===== src/sv/olt_pkg.sv =====
// Package for the mesh-text line-kind counter.
// Holds the parser mode type, status codes, widths and helper functions.
// Depends on nothing.
package olt_pkg;

	localparam int COUNT_WIDTH = 24;
	localparam int TOTAL_WIDTH = 24;
	localparam int CLAMP_WIDTH = (COUNT_WIDTH > TOTAL_WIDTH) ? COUNT_WIDTH : TOTAL_WIDTH;

	localparam logic [7:0] CHAR_F       = 8'h66;
	localparam logic [7:0] CHAR_V       = 8'h76;
	localparam logic [7:0] CHAR_T       = 8'h74;
	localparam logic [7:0] CHAR_N       = 8'h6e;
	localparam logic [7:0] CHAR_P       = 8'h70;
	localparam logic [7:0] CHAR_HASH    = 8'h23;
	localparam logic [7:0] CHAR_SPACE   = 8'h20;
	localparam logic [7:0] CHAR_NUL     = 8'h00;
	localparam logic [7:0] CHAR_LF      = 8'h0a;
	localparam logic [7:0] CHAR_TAB     = 8'h09;
	localparam logic [7:0] CHAR_CR      = 8'h0d;
	localparam logic [1:0] MIN_VERTICES = 2'd2;

	typedef logic [COUNT_WIDTH-1:0] count_t;
	typedef logic [TOTAL_WIDTH-1:0] total_t;

	typedef enum logic [1:0] {
		STATUS_OK       = 2'd0,
		STATUS_NO_VERT  = 2'd1,
		STATUS_FEW_VERT = 2'd2
	} status_t;

	typedef enum logic [3:0] {
		MODE_START    = 4'd0,
		MODE_AFTER_F  = 4'd1,
		MODE_AFTER_P  = 4'd2,
		MODE_AFTER_V  = 4'd3,
		MODE_AFTER_VT = 4'd4,
		MODE_AFTER_VN = 4'd5,
		MODE_BODY     = 4'd6,
		MODE_GAP      = 4'd7,
		MODE_COMMENT  = 4'd8,
		MODE_ENDED    = 4'd9
	} mode_t;

	function automatic count_t bump(input count_t c);
		return (c == {COUNT_WIDTH{1'b1}}) ? c : c + count_t'(1);
	endfunction

	function automatic total_t clamp_total(input count_t c);
		logic [CLAMP_WIDTH-1:0] wide;
		logic [CLAMP_WIDTH-1:0] lim;
		wide = CLAMP_WIDTH'(c);
		lim  = CLAMP_WIDTH'({TOTAL_WIDTH{1'b1}});
		return (wide > lim) ? {TOTAL_WIDTH{1'b1}} : TOTAL_WIDTH'(wide);
	endfunction

	function automatic logic is_space(input logic [7:0] b);
		return (b == CHAR_SPACE) || ((b >= CHAR_TAB) && (b <= CHAR_CR));
	endfunction

	function automatic mode_t line_first(input logic [7:0] b);
		if (b == CHAR_NUL) return MODE_ENDED;
		if (b == CHAR_F) return MODE_AFTER_F;
		if (b == CHAR_P) return MODE_AFTER_P;
		if (b == CHAR_V) return MODE_AFTER_V;
		return MODE_BODY;
	endfunction

	function automatic mode_t body_next(input logic [7:0] b);
		if (b == CHAR_NUL) return MODE_ENDED;
		if (b == CHAR_LF) return MODE_GAP;
		return MODE_BODY;
	endfunction

endpackage


===== src/sv/obj_line_type_counter.sv =====
// Top level of the mesh-text line-kind counter.
// Registers each request, updates the parser mode and the five line counters,
// and holds the result in an output register. Depends on olt_pkg.
//
// Usage: the text enters one byte per request on the input channel
// (in_valid, in_stall, data_byte, last_byte). Every byte is taken by an
// input register; from there it updates the parser mode and the
// vertex, texcoord, normal, face and point counters. Only the byte marked
// last produces a request on the output channel (out_valid, out_stall and
// the six result fields): its counts and status are loaded into the output
// register when it leaves the input register, and the parser then returns
// to its reset state so the next file may follow at once. Throughput is one
// byte per cycle while no last-marked byte is held, set by the single mode
// update between the input register and the result register. While a
// result waits under out_stall, bytes that produce no result keep flowing;
// only a further last-marked byte holds in the input register, and in_stall
// rises until the waiting result is taken. Reset puts the parser at the start
// of a line, clears all counters and empties both registers.
module obj_line_type_counter
	import olt_pkg::*;
(
	input  logic         clk,
	input  logic         arst_n,
	input  logic         in_valid,
	output logic         in_stall,
	input  logic [7:0]   data_byte,
	input  logic         last_byte,
	output logic         out_valid,
	input  logic         out_stall,
	output logic [23:0]  vertex_total,
	output logic [23:0]  texcoord_total,
	output logic [23:0]  normal_total,
	output logic [23:0]  face_total,
	output logic [23:0]  point_total,
	output logic [1:0]   check_status
);

	logic        valid_s1;
	logic [7:0]  byte_s1;
	logic        last_s1;
	logic        advance;

	mode_t       mode_q;
	mode_t       mode_next;
	count_t      vertex_q, texcoord_q, normal_q, face_q, point_q;
	count_t      vertex_n, texcoord_n, normal_n, face_n, point_n;

	logic        out_valid_q;
	total_t      vertex_total_q, texcoord_total_q, normal_total_q;
	total_t      face_total_q, point_total_q;
	status_t     status_q;
	status_t     status_n;

	assign advance  = valid_s1 && (!last_s1 || !out_valid_q || !out_stall);
	assign in_stall = valid_s1 && !advance;

	always_ff @(posedge clk or negedge arst_n) begin
		if (!arst_n) begin
			valid_s1 <= 1'b0;
		end else begin
			valid_s1 <= (in_valid && !in_stall) || (valid_s1 && !advance);
		end
	end

	always_ff @(posedge clk) begin
		if (in_valid && !in_stall) begin
			byte_s1 <= data_byte;
			last_s1 <= last_byte;
		end
	end

	always_comb begin
		mode_next  = mode_q;
		vertex_n   = vertex_q;
		texcoord_n = texcoord_q;
		normal_n   = normal_q;
		face_n     = face_q;
		point_n    = point_q;
		unique case (mode_q)
			MODE_START: begin
				mode_next = line_first(byte_s1);
			end
			MODE_AFTER_F: begin
				if (byte_s1 == CHAR_SPACE) begin
					face_n    = bump(face_q);
					mode_next = MODE_BODY;
				end else begin
					mode_next = body_next(byte_s1);
				end
			end
			MODE_AFTER_P: begin
				if (byte_s1 == CHAR_SPACE) begin
					point_n   = bump(point_q);
					mode_next = MODE_BODY;
				end else begin
					mode_next = body_next(byte_s1);
				end
			end
			MODE_AFTER_V: begin
				if (byte_s1 == CHAR_SPACE) begin
					vertex_n  = bump(vertex_q);
					mode_next = MODE_BODY;
				end else if (byte_s1 == CHAR_T) begin
					mode_next = MODE_AFTER_VT;
				end else if (byte_s1 == CHAR_N) begin
					mode_next = MODE_AFTER_VN;
				end else begin
					mode_next = body_next(byte_s1);
				end
			end
			MODE_AFTER_VT: begin
				if (byte_s1 == CHAR_SPACE) begin
					texcoord_n = bump(texcoord_q);
					mode_next  = MODE_BODY;
				end else begin
					mode_next = body_next(byte_s1);
				end
			end
			MODE_AFTER_VN: begin
				if (byte_s1 == CHAR_SPACE) begin
					normal_n  = bump(normal_q);
					mode_next = MODE_BODY;
				end else begin
					mode_next = body_next(byte_s1);
				end
			end
			MODE_BODY: begin
				mode_next = body_next(byte_s1);
			end
			MODE_GAP: begin
				if (byte_s1 == CHAR_NUL) begin
					mode_next = MODE_ENDED;
				end else if (is_space(byte_s1)) begin
					mode_next = MODE_GAP;
				end else if (byte_s1 == CHAR_HASH) begin
					mode_next = MODE_COMMENT;
				end else begin
					mode_next = line_first(byte_s1);
				end
			end
			MODE_COMMENT: begin
				if (byte_s1 == CHAR_NUL) begin
					mode_next = MODE_ENDED;
				end else if (byte_s1 == CHAR_LF) begin
					mode_next = MODE_GAP;
				end else begin
					mode_next = MODE_COMMENT;
				end
			end
			default: begin
				mode_next = MODE_ENDED;
			end
		endcase
	end

	always_comb begin
		if (vertex_n == '0) begin
			status_n = STATUS_NO_VERT;
		end else if ((vertex_n < COUNT_WIDTH'(MIN_VERTICES)) && (face_n != '0)) begin
			status_n = STATUS_FEW_VERT;
		end else begin
			status_n = STATUS_OK;
		end
	end

	always_ff @(posedge clk or negedge arst_n) begin
		if (!arst_n) begin
			mode_q     <= MODE_START;
			vertex_q   <= '0;
			texcoord_q <= '0;
			normal_q   <= '0;
			face_q     <= '0;
			point_q    <= '0;
		end else if (advance) begin
			if (last_s1) begin
				mode_q     <= MODE_START;
				vertex_q   <= '0;
				texcoord_q <= '0;
				normal_q   <= '0;
				face_q     <= '0;
				point_q    <= '0;
			end else begin
				mode_q     <= mode_next;
				vertex_q   <= vertex_n;
				texcoord_q <= texcoord_n;
				normal_q   <= normal_n;
				face_q     <= face_n;
				point_q    <= point_n;
			end
		end
	end

	always_ff @(posedge clk or negedge arst_n) begin
		if (!arst_n) begin
			out_valid_q <= 1'b0;
		end else if (advance && last_s1) begin
			out_valid_q <= 1'b1;
		end else if (!out_stall) begin
			out_valid_q <= 1'b0;
		end
	end

	always_ff @(posedge clk) begin
		if (advance && last_s1) begin
			vertex_total_q   <= clamp_total(vertex_n);
			texcoord_total_q <= clamp_total(texcoord_n);
			normal_total_q   <= clamp_total(normal_n);
			face_total_q     <= clamp_total(face_n);
			point_total_q    <= clamp_total(point_n);
			status_q         <= status_n;
		end
	end

	assign out_valid      = out_valid_q;
	assign vertex_total   = vertex_total_q;
	assign texcoord_total = texcoord_total_q;
	assign normal_total   = normal_total_q;
	assign face_total     = face_total_q;
	assign point_total    = point_total_q;
	assign check_status   = status_q;

`ifndef SYNTH
	a_restart_after_last: assert property (@(posedge clk) disable iff (!arst_n)
		advance && last_s1 |=> mode_q == MODE_START && vertex_q == '0 && face_q == '0)
		else $error("Parser did not return to line start after the last byte.");

	a_hold_last_when_full: assert property (@(posedge clk) disable iff (!arst_n)
		valid_s1 && last_s1 && out_valid_q && out_stall |-> in_stall)
		else $error("A last byte advanced while the result register was blocked.");

	a_ok_has_vertices: assert property (@(posedge clk) disable iff (!arst_n)
		out_valid_q && status_q == STATUS_OK |-> vertex_total_q != '0)
		else $error("Status ok with a vertex count of zero.");

	a_ended_counts_hold: assert property (@(posedge clk) disable iff (!arst_n)
		advance && !last_s1 && mode_q == MODE_ENDED |=>
			$stable(vertex_q) && $stable(face_q) && mode_q == MODE_ENDED)
		else $error("Counts or mode changed after the end of text.");
`endif

endmodule

===== config.mk =====
export PLATFORM = sky130hd
export DESIGN_NAME = obj_line_type_counter
export DESIGN_NICKNAME = d
export VERILOG_FILES = /design/src/sv/olt_pkg.sv /design/src/sv/obj_line_type_counter.sv
export SDC_FILE = /design/constraint.sdc
export NUM_CORES = 1
export LEC_CHECK = 0
export ABC_CLOCK_PERIOD_IN_PS = 6800
export BUFFER_PORTS_ARGS = -buffer_cell sky130_fd_sc_hd__buf_4
export CAP_MARGIN = 20
export CORE_AREA = 3 3 183 185
export DETAILED_ROUTE_END_ITERATION = 16
export DIE_AREA = 0 0 186 188
export SYNTH_ARGS = -nofsm -noshare
export SYNTH_HDL_FRONTEND = slang
export SYNTH_SLANG_ARGS = --single-unit

===== constraint.sdc =====
create_clock -name clk -period 6.8 [get_ports clk]
set_input_delay 0.68 -clock clk [delete_from_list [all_inputs] [get_ports clk]]
set_output_delay 0.68 -clock clk [all_outputs]
set_load 0.02 [all_outputs]

### Word-level counts from Yosys, hierarchy flattened

Index checks and enable logic that the tools add are counted.

* register bits: 257
* input port bits: 13
* output and inout port bits: 124
* logic and storage cells: 201

* add/sub/neg operators: 5
* $lt $le $gt $ge: 8
* eq/ne operators: 22
* muxes and demuxes: 131
* reduce and logical (&&, ||, !) cells: 19

Operators with widths (count)
* $mux 24: 20
* $mux 4: 41
* $add 24x1->24 const B: 5
* $eq 24x24->1 const B: 5
* $gt 24x24->1 const B: 5
* $mux 1: 68
* $eq 8x7->1 const B: 5
* $pmux 4 s9: 1
* $logic_not 24->1: 1
* $lt 24x2->1 const B: 1
* $reduce_bool 24->1: 1
* $eq 4x3->1 const B: 4
* $eq 8x6->1 const B: 2
* $eq 4x2->1 const B: 2
* $eq 8x4->1 const B: 1
* $ge 8x4->1 const B: 1
* $le 8x4->1 const B: 1
* $logic_not 8->1: 1
* $logic_and 1x1->1: 6
* $logic_not 1->1: 5
* $eq 4x1->1 const B: 1
* $eq 4x4->1 const B: 1
* $logic_not 4->1: 1
* $logic_or 1x1->1: 4
* 2 further kinds: 2

### Longest topological paths before layout

* depth after elaboration: 33
* depth in mapped cells: 12
* depth with buffers taken out: 9

### Worst setup path before layout

Ideal clock, no wire load.

* path type: in2reg
* start: in out_stall
* end: reg status_q[0] (netlist: check_status[0]), enable pin
* setup time: 607 ps
* arrival time: 6220 ps
* data required time: 6193 ps
* setup slack: -27 ps
* stages: 4
* buffers on the path: 1
* cell sequence: nand3_1 > nand2_1 > clkbuf_1 > nor2_1

* longest elaborated chain between the ends: 4

Ends and longest elaborated chain
* from (decl): RTL line obj_line_type_counter.sv:29 `input logic out_stall,`
* $logic_not 1->1
* $logic_or 1x1->1: RTL line obj_line_type_counter.sv:54 `assign advance = valid_s1 && (!last_s1 || !out_valid_q || !out_stall);`
* $logic_and 1x1->1: RTL line obj_line_type_counter.sv:54
* $logic_and 1x1->1: RTL line obj_line_type_counter.sv:204 `if (advance && last_s1) begin`
* to (signal assigned): RTL line obj_line_type_counter.sv:210 `status_q <= status_n;`
* to (decl): RTL line obj_line_type_counter.sv:51 `status_t status_q;`

No other way between the ends.
A chain may end at the register's enable or synchronous reset.

### Final worst setup path

* start: reg vertex_q[12]
* end: reg status_q[1] (netlist: check_status[1]), data pin

* longest elaborated chain between the ends: 7
* elaborated cells on any way between the ends: 9
* those cells by class: 1 x add/sub; 1 x order compare; 1 x eq/ne; 4 x mux; 2 x reduce/logical

Ends and longest elaborated chain
* from (decl): RTL line obj_line_type_counter.sv:45 `count_t vertex_q, texcoord_q, normal_q, face_q, point_q;`
* from (signal assigned): RTL line obj_line_type_counter.sv:184 `vertex_q <= vertex_n;`
* $add 24x1->24 / $eq 24x24->1 (equally long branches): RTL line olt_pkg.sv:46 `return (c == {COUNT_WIDTH{1'b1}}) ? c : c + count_t'(1);`
* $mux 24: RTL line olt_pkg.sv:46
* $mux 24: RTL line obj_line_type_counter.sv:100 `if (byte_s1 == CHAR_SPACE) begin`
* $mux 24 (*): RTL line obj_line_type_counter.sv:79 `unique case (mode_q)`
* $lt 24x2->1: RTL line obj_line_type_counter.sv:159 `end else if ((vertex_n < COUNT_WIDTH'(MIN_VERTICES)) && (face_n != '0)) begin`
* $logic_and 1x1->1: RTL line obj_line_type_counter.sv:159
* $mux 2: RTL line obj_line_type_counter.sv:159

Mark *: on every way between the ends. The rest lies on a longest branch, timed or not.

==> summary.txt <==
Critical path
  – Startpoint Class: flop
  – Crit path top cell by count: or4_1
  – Slowest cell delay on critical path: between 0.7 and 0.8 ns
  – Worst endpoint required time: between 7 and 8 ns
  – Worst-path fanout max: 8
  – WP data arrival: 4.19 ns
  – CP Class: flop to flop
  – CP Cell Sequence: nand4_1, or4_1, o21ai_2, mux2_2, o32a_1, or4_1, or4_1, a311oi_1
  – CP endpoint kind: flop
  – Critical path buffers and inverters: 0
  – Crit path max-delay family: simple AND/OR/NAND/NOR gates
  – Slowest-stage cell, CP: or4_1

Finish
  – Core Util, Final: between 40% and 50%
  – Share of layout cells above drive strength 1: 16.4%
  – Area Growth Syn to Fin: 17.8%
  – Post-route cell area: between 0.01 and 0.015 mm²
  – ANT cells: 0
  – Nets: 1332

Route
  – Metal2 WL: about 15 mm
  – Pre-antenna DRT Iters: 5
  – Via count: 9905
  – Antenna-violating nets left: 0
  – M1 WL: around 15 mm
  – Highest metal used: met4
  – Initial DRC Count: 700
  – Vias per Instance: ~5.7
  – WL met3: 1.58 mm
  – Drc violations: 0
  – Routed WL: 32.5 mm
  – Post-DR wirelength/cell: 18.7 µm

Floorplanning
  – Die Width: between 150 and 200 µm
  – Site Rows: 66
  – I/O pin cnt: between 100 and 150
  – DIE AREA: around 0.035 mm²
  – Starting density of the core: 39.4%
  – Core ar.: around 0.032 mm²
  – Chip Height: around 190 µm

Logic synthesis
  – Ys async rst share: roughly 50%
  – Unique cell type count in the Yosys netlist: 71
  – Count leader, synth: nand2_1
  – Synth Register Bits: around 260
  – Cell taking the most area after synthesis: edfxtp_1
  – EDFF count, synth: 131
  – Synth Area per Inst: 10.5 µm²
  – Seq/Total Area, Yosys: 55.8%
  – Most frequent cells after synthesis: nand2_1 (139), edfxtp_1 (131), dfrtp_1 (126)
  – Yosys top cell area share: between 30% and 40%
  – Ys Warns: 0
  – Syn Nets: between 1000 and 1500
  – Post-Synthesis Cells: about 1200
  – Cell Area, Synth: about 0.013 mm²
  – Synth area leaders: edfxtp_1 (31%), dfrtp_1 (25%), a22o_1 (4.3%)
  – Synth Flop Type: edfxtp_1

CTS
  – Clk root buf: clkbuf_16
  – Clock Path Buffers: 3
  – # H-tree levels: 1
  – TritonCTS clock tree: built
  – Skew-Pair Late Insertion Delay: between 0.5 and 0.6 ns
  – Post-CTS setup buffer count: 0
  – Clock slew at reported path FFs: roughly 0.06 ns
  – Clk sinks: approximately 260
  – TritonCTS Buffers: 28

Timing
  – Fin Hold WS: roughly 0.31 ns
  – Min Tclk post-route: around 3.8 ns
  – Max Freq: 261 MHz
  – Clock Skews: about 0.015 ns
  – Period utilization: a little under three fifths
  – Fin. max-slew vios: 0
  – Setup violators final: 0
  – RSZ-0062 raised after global routing: no
  – Fin Setup TNS: 0 ns
  – Final Hold Fails: 0
  – Normalized max-slew margin: about a third
  – Worst-Margin Slew: between 1 and 1.5 ns

Power
  – PD cells: between 200 and 250 mW/mm²
  – Combinational Power Share: around 6.4%
  – Worst vdd ir: 0.000182 V
  – Final Power: 3.34 mW
  – Internal: between 2 and 3 mW
  – Leakage power: 6.11 nW
  – Part of the power in registers: slightly above 50%
  – Clock share of power: between 40% and 50%
  – Psw: between 0.8 and 0.9 mW
  – Sw Ratio: between 20% and 30%

Run status
  – Outcome: finished clean

Placed design
  – Final GP Congestion: 0.873
  – Dpl hpwl: between 20 and 25 mm
  – Dpl cell area: approximately 0.014 mm²
  – IO Port Bufs: approximately 140

Run
  – # Max-Cap Violations: 0

Global routing
  – GRT Residual Overflow: 0
  – GRT Util Overall: around 18%
  – Vias in the first global route: around 9500
  – Pin count of the biggest net entering global routing: 74
  – First-pass GRT wire length: around 52 mm
  – Initial antenna violation count: 0

Hold path
  – Worst min-delay path category: primary input to flop
-- metal layers --
layer | GRT usage, % | up-vias
met2 | 28.2 | 252
met1 | 26.8 | 4859
met4 | 4.24 | 0
met3 | 2.81 | 40
li1 | - | 4754
met5 | 0 | -
-- registers in the layout, indices dropped and copies added, names as in the netlist, 24 cells and up --
register	count
normal_q	24
face_total	24
vertex_total	24
texcoord_total	24
point_q	24
point_total	24
vertex_q	24
normal_total	24
face_q	24
texcoord_q	24
-- layout make-up --
cell class / instances / area [µm²]
fill: 2992 / 17200
inverter: 23 / 86.3
tap: 408 / 510
sequential: 257 / 7090
timing repair buffer: 151 / 1160
clock inverter: 17 / 120
clock buffer: 35 / 737
multi-input combinational: 853 / 5270
-- what timing repair did --
action / 4_1_cts / 5_1_grt
resized for setup: 0 / 0
hold buffers: 0 / 1
endpoints found under the hold margin: 0 / 8
-- worst reg2reg max path, stage by stage, from the launching register on --
cell and delay [ns]:
dfrtp_1 0.45, nand4_1 0.25, or4_1 0.72, o21ai_2 0.39, mux2_2 0.42, o32a_1 0.18, or4_1 0.50, or4_1 0.48
a311oi_1 0.27
-- cells in the final DEF (no fill, tap or decap), types with 9 or more instances in the layout --
master	count
nand4_1	36
a22o_1	62
and3_1	37
o31ai_1	28
nor4_1	9
or4_1	10
inv_1	23
o21ai_0	85
xnor2_1	29
o21a_1	14
nand3_1	58
and4_1	17
nand2_1	138
buf_4	149
a21oi_1	53
edfxtp_1	131
xor2_1	21
mux2i_1	12
nor2_1	81
dfrtp_1	126
a31oi_1	20
nor3_1	16
or3_1	10
clkbuf_16	28
-- cells by family after synthesis --
kind of cell | Yosys count | share of synthesized area (%)
compound gates | 309 | 16.2
flops | 257 | 55.8
xor+xnor | 50 | 3.45
mux | 21 | 1.77
simple gates | 468 | 19.2
fa+ha+maj | 5 | 0.493
buf+inv | 98 | 3.01
-- power by group through the flow --
| stage | registers (mW) | logic, mW | clock network (mW) |
|---|---|---|---|
| after global routing | 1.70 | 0.233 | 1.54 |
| after floorplan | 1.75 | 0.0916 | 0 |
| final | 1.70 | 0.213 | 1.43 |
| after detailed placement | 1.73 | 0.215 | 0 |
| after global placement | 1.73 | 0.213 | 0 |
| after CTS | 1.70 | 0.215 | 1.48 |
-- through the flow --
step	worst slack [ns]	std cells
finish	2.97	1744
global route	2.80	1744
global placement	3.09	1690
detailed placement	3.03	1690
floorplan	2.05	1208
CTS	2.99	1742
-- final timing paths --
check	slack, ns	from	end	cells past startpoint
setup / recovery	2.97	vertex_q[12]$_DFFE_PN0P_	check_status[1]$_SDFFCE_PN0P_	8
min in group asynchronous	0.51	arst_n	texcoord_q[15]$_DFFE_PN0P_	2
max in group asynchronous	5.30	arst_n	face_q[14]$_DFFE_PN0P_	3
hold / removal	0.31	last_byte	last_s1$_DFFE_PP_	1
setup reg to reg	2.97	vertex_q[12]$_DFFE_PN0P_	check_status[1]$_SDFFCE_PN0P_	8
hold reg to reg	0.52	normal_q[21]$_DFFE_PN0P_	normal_q[21]$_DFFE_PN0P_	2
Note: power is estimated with default switching activity, not from simulation.
